File: src/rtl/core/mads_pkg.sv
// ----------------------------------------------------------------------------
// mads_pkg
// Shared types and constants for the median / absolute deviation sum core.
// ----------------------------------------------------------------------------
package mads_pkg;

  localparam int VALUE_W       = 32;
  localparam int SUM_W         = 42;
  localparam int COUNT_W       = 11;
  localparam int MAX_COUNT_DEF = 1024;

  typedef struct packed {
    logic [VALUE_W-1:0] value;
    logic               last;
  } item_t;

  typedef struct packed {
    logic [VALUE_W-1:0] median;
    logic [SUM_W-1:0]   abs_dev_sum;
    logic [COUNT_W-1:0] element_count;
    logic               overflow;
  } result_t;

  typedef struct packed {
    logic insert;
    logic shift;
  } cell_ctrl_t;

endpackage

File: src/rtl/core/mads_cell.sv
// ----------------------------------------------------------------------------
// mads_cell
// One slot of the sorted insertion chain: takes the new value, its left
// neighbor's value, or its right neighbor's value when the chain drains.
// ----------------------------------------------------------------------------
module mads_cell (
  input  logic                         clk,
  input  mads_pkg::cell_ctrl_t         ctrl,
  input  logic [mads_pkg::VALUE_W-1:0] ins_value,
  input  logic                         vacant,
  input  logic [mads_pkg::VALUE_W-1:0] prev_value,
  input  logic                         prev_gt,
  input  logic [mads_pkg::VALUE_W-1:0] next_value,
  output logic [mads_pkg::VALUE_W-1:0] held,
  output logic                         gt
);
  import mads_pkg::*;

  assign gt = vacant || (held > ins_value);

  always_ff @(posedge clk) begin
    if (ctrl.shift) begin
      held <= next_value;
    end else if (ctrl.insert) begin
      if (prev_gt) begin
        held <= prev_value;
      end else if (gt) begin
        held <= ins_value;
      end
    end
  end

endmodule

File: config.mk
export PLATFORM = sky130hd
export DESIGN_NAME = mads_cell
export DESIGN_NICKNAME = d
export VERILOG_FILES = /design/src/rtl/core/mads_pkg.sv /design/src/rtl/core/mads_cell.sv
export SDC_FILE = /design/constraint.sdc
export NUM_CORES = 1
export LEC_CHECK = 0
export BUFFER_PORTS_ARGS = -buffer_cell sky130_fd_sc_hd__buf_2
export CAP_MARGIN = 25
export CORE_MARGIN = 2
export CORE_UTILIZATION = 45
export CTS_CLUSTER_SIZE = 8
export DETAILED_ROUTE_END_ITERATION = 10
export GPL_ROUTABILITY_DRIVEN = 0
export GPL_TIMING_DRIVEN = 0
export HOLD_SLACK_MARGIN = 0.12
export PLACE_DENSITY = 0.89
export SETUP_SLACK_MARGIN = 0.2
export SLEW_MARGIN = 10
export SYNTH_ARGS = -nofsm -noshare
export SYNTH_HDL_FRONTEND = slang
export SYNTH_SLANG_ARGS = --single-unit
File: constraint.sdc
create_clock -name clk -period 4.07 [get_ports clk]
set_input_delay 0.2035 -clock clk [delete_from_list [all_inputs] [get_ports clk]]
set_output_delay 0.2035 -clock clk [all_outputs]
set_load 0.03 [all_outputs]
==> flow_metrics.env <==
export IMPL_post_place_ws_ps=1490
export IMPL_status="complete, no violations"
export IMPL_wl_per_cell_um=14.7
export IMPL_cts_resized=0
export IMPL_post_cts_setup_buffer_count=0
export IMPL_synth_edff_count=32
export IMPL_period_share=0.624
export IMPL_die_h_um=78.2
export IMPL_initial_core_util=0.458
export IMPL_grt_busiest_layer="met2"
export IMPL_numPortBuffers=132
export IMPL_tritoncts="done"
export IMPL_clkPwrFrac=0.236
export IMPL_crit_path_end_kind="output pin"
export IMPL_swShare=0.351
export IMPL_firstDrtPassIters=4
export IMPL_antenna_found_initial=0
export IMPL_grt_pass1_wl_um=11000
export IMPL_viasPerCell=5.17
export IMPL_dieArea_um2=6110
export IMPL_rsz0062_at_grt="false"
export IMPL_cpMaxStageDelayCell="o41ai_1"
export IMPL_fin_tns_setup_ps=0
export IMPL_largest_reg_flops=32
export IMPL_met3_usage=0.0345
export IMPL_core_rowCount=27
export IMPL_use_met1=0.271
export IMPL_synth_common_cells="nand2_1 (37), o21ai_0 (35)"
export IMPL_core_area_um2=5410
export IMPL_wl_um=6890
export IMPL_syn_area_um2=2470
export IMPL_min_period_ps=2540
export IMPL_ir_worst_vdd_v=0.000200
export IMPL_synth_seq_cells=32
export IMPL_path_class="flop to output pin"
export IMPL_worst_pin_slew_ps=705
export IMPL_final_max_slew_viol_count=0
export IMPL_max_flop_register="held"
export IMPL_htree_levels=2
export IMPL_finalHoldViolCount=0
export IMPL_cts_clk_slew_worst_paths_ps=70
export IMPL_hp_class="input pin to flop"
export IMPL_setup_viol=0
export IMPL_drtIter0Drc=105
export IMPL_via_count=2428
export IMPL_yosysMostFrequentCell="nand2_1"
export IMPL_grt_max_degree=23
export IMPL_die_w_um=78.2
export IMPL_gr_total_overflow=0
export IMPL_cp_start_kind="flop"
export IMPL_layout_drive_gt1_share=0.377
export IMPL_clock_latency_ps=280
export IMPL_nNetsFinal=530
export IMPL_crit_arrival_ps=2330
export IMPL_grt_pass1_vias=2447
export IMPL_synth_top_area_cell="edfxtp_1"
export IMPL_synthTopCellsByArea="edfxtp_1 (39%), ha_1 (16%), mux2i_1 (13%)"
export IMPL_p_leak_nw=1.76
export IMPL_synth_seq_area_share=0.388
export IMPL_async_flop_share=0
export IMPL_io_pins=134
export IMPL_fin_skew_ps=6.30
export IMPL_layout_setup_ws_ps=1530
export IMPL_yosysTopAreaCellShare=0.388
export IMPL_relSlewSlack=0.524
export IMPL_holdWs_ps=200
export IMPL_power_density_nw_per_um2=305
export IMPL_synth_nets=390
export IMPL_p_int_mw=0.662
export IMPL_crit_fanout=3
export IMPL_drc=0
export IMPL_syn_area_per_cell_um2=9.63
export IMPL_netlist_cell_type_count=29
export IMPL_yosys_warnings=0
export IMPL_clockRootBuffer="clkbuf_8"
export IMPL_switching_power_mw=0.359
export IMPL_hold_buffers=0
export IMPL_cts_num_sinks=32
export IMPL_cts_made_buffers=5
export IMPL_reg_top3="held (32)"
export IMPL_ant_nets=0
export IMPL_seqPwrFrac=0.420
export IMPL_syn_to_final_growth_pct=35.2
export IMPL_grt_met2_usage=0.411
export IMPL_dp_hpwl_um=5630
export IMPL_synth_top_flop_cell="edfxtp_1"
export IMPL_grt_usage=0.225
export IMPL_crit_chain="ha_1 -> nand4_1 -> nor3_1 -> a21boi_1 -> o41ai_1 -> a21oi_1 -> buf_2"
export IMPL_cp_required_ps=3870
export IMPL_slowest_delay_ps=590
export IMPL_max_cap_viol_count=0
export IMPL_diodes=0
export IMPL_max_freq_ghz=0.394
export IMPL_clock_path_buffers=2
export IMPL_pwr_share_comb=0.344
export IMPL_syn_inst=257
cells in the final DEF (no fill, tap or decap), types with 2 or more instances in the layout:
master / n
nand4_2: 2
nor3_1: 4
ha_1: 32
o21ai_0: 35
clkbuf_8: 5
clkinv_2: 2
nor2_1: 2
clkbuf_1: 6
nand4_1: 4
nand3_1: 4
buf_2: 135
a21o_1: 2
edfxtp_1: 32
a21oi_1: 14
nand2_1: 37
mux2i_1: 32
inv_1: 32
buf_4: 2
cell families (layout without fill, tap and decap cells):
kind of cell,Yosys count,count (layout),share of synthesized area
AO/OA/AOI/OAI,60,60,0.133
adder cells (fa/ha/maj),32,32,0.162
buffers and inverters,43,184,0.0698
flip-flops,32,32,0.388
multiplexers,32,32,0.129
AND/OR/NAND/NOR,58,58,0.118
path summary, 6_finish.rpt:
| kind | to | start | slack, ps | cells past startpoint |
|---|---|---|---|---|
| max reg2reg | held[11] | held[15] | 1540 | 7 |
| min reg2reg | held[3] | held[20] | 1250 | 5 |
| min | held[25] | next_value[25] | 200 | 3 |
| max | gt | held[13] | 1530 | 7 |
through the flow:
step                total power, mW  std cells  area (um2)  utilization
floorplan                     0.651        257        2470            -
global placement              0.765        461        3230        0.597
detailed placement            0.787        462        3260        0.604
CTS                            1.03        470        3350        0.619
global route                   1.08        470        3350        0.619
finish                         1.02        470        3350        0.619
layer usage:
layer / vias up / wire, um
li1: 1202 / -
met1: 1122 / 2830
met2: 92 / 3610
met3: 12 / 323
met4: 0 / 123
met5: - / 0
worst max-delay path, delay by kind of cell (launching register included):
| kind | cells | cell delay, ps |
|---|---|---|
| AO/OA/AOI/OAI | 3 | 860 |
| flip-flops | 1 | 390 |
| buffers and inverters | 1 | 220 |
| AND/OR/NAND/NOR | 2 | 280 |
| adder cells (fa/ha/maj) | 1 | 300 |
area by class of cell:
| type | count | area [um2] |
|---|---|---|
| Buffer | 11 | 52.6 |
| Clock buffer | 5 | 68.8 |
| Clock inverter | 3 | 13.8 |
| Fill cell | 493 | 2060 |
| Inverter | 32 | 120 |
| Multi-Input combinational cell | 182 | 1350 |
| Sequential cell | 32 | 961 |
| Tap cell | 72 | 90.1 |
| Timing Repair Buffer | 133 | 688 |
power groups by stage:
stage | logic (mW) | clock network, mW | registers, mW
after floorplan | 0.147 | 0 | 0.505
after global placement | 0.330 | 0 | 0.435
after detailed placement | 0.352 | 0 | 0.435
after CTS | 0.354 | 0.246 | 0.428
after global routing | 0.386 | 0.259 | 0.433
final | 0.352 | 0.241 | 0.429
Note: power is estimated with default switching activity, not from simulation.
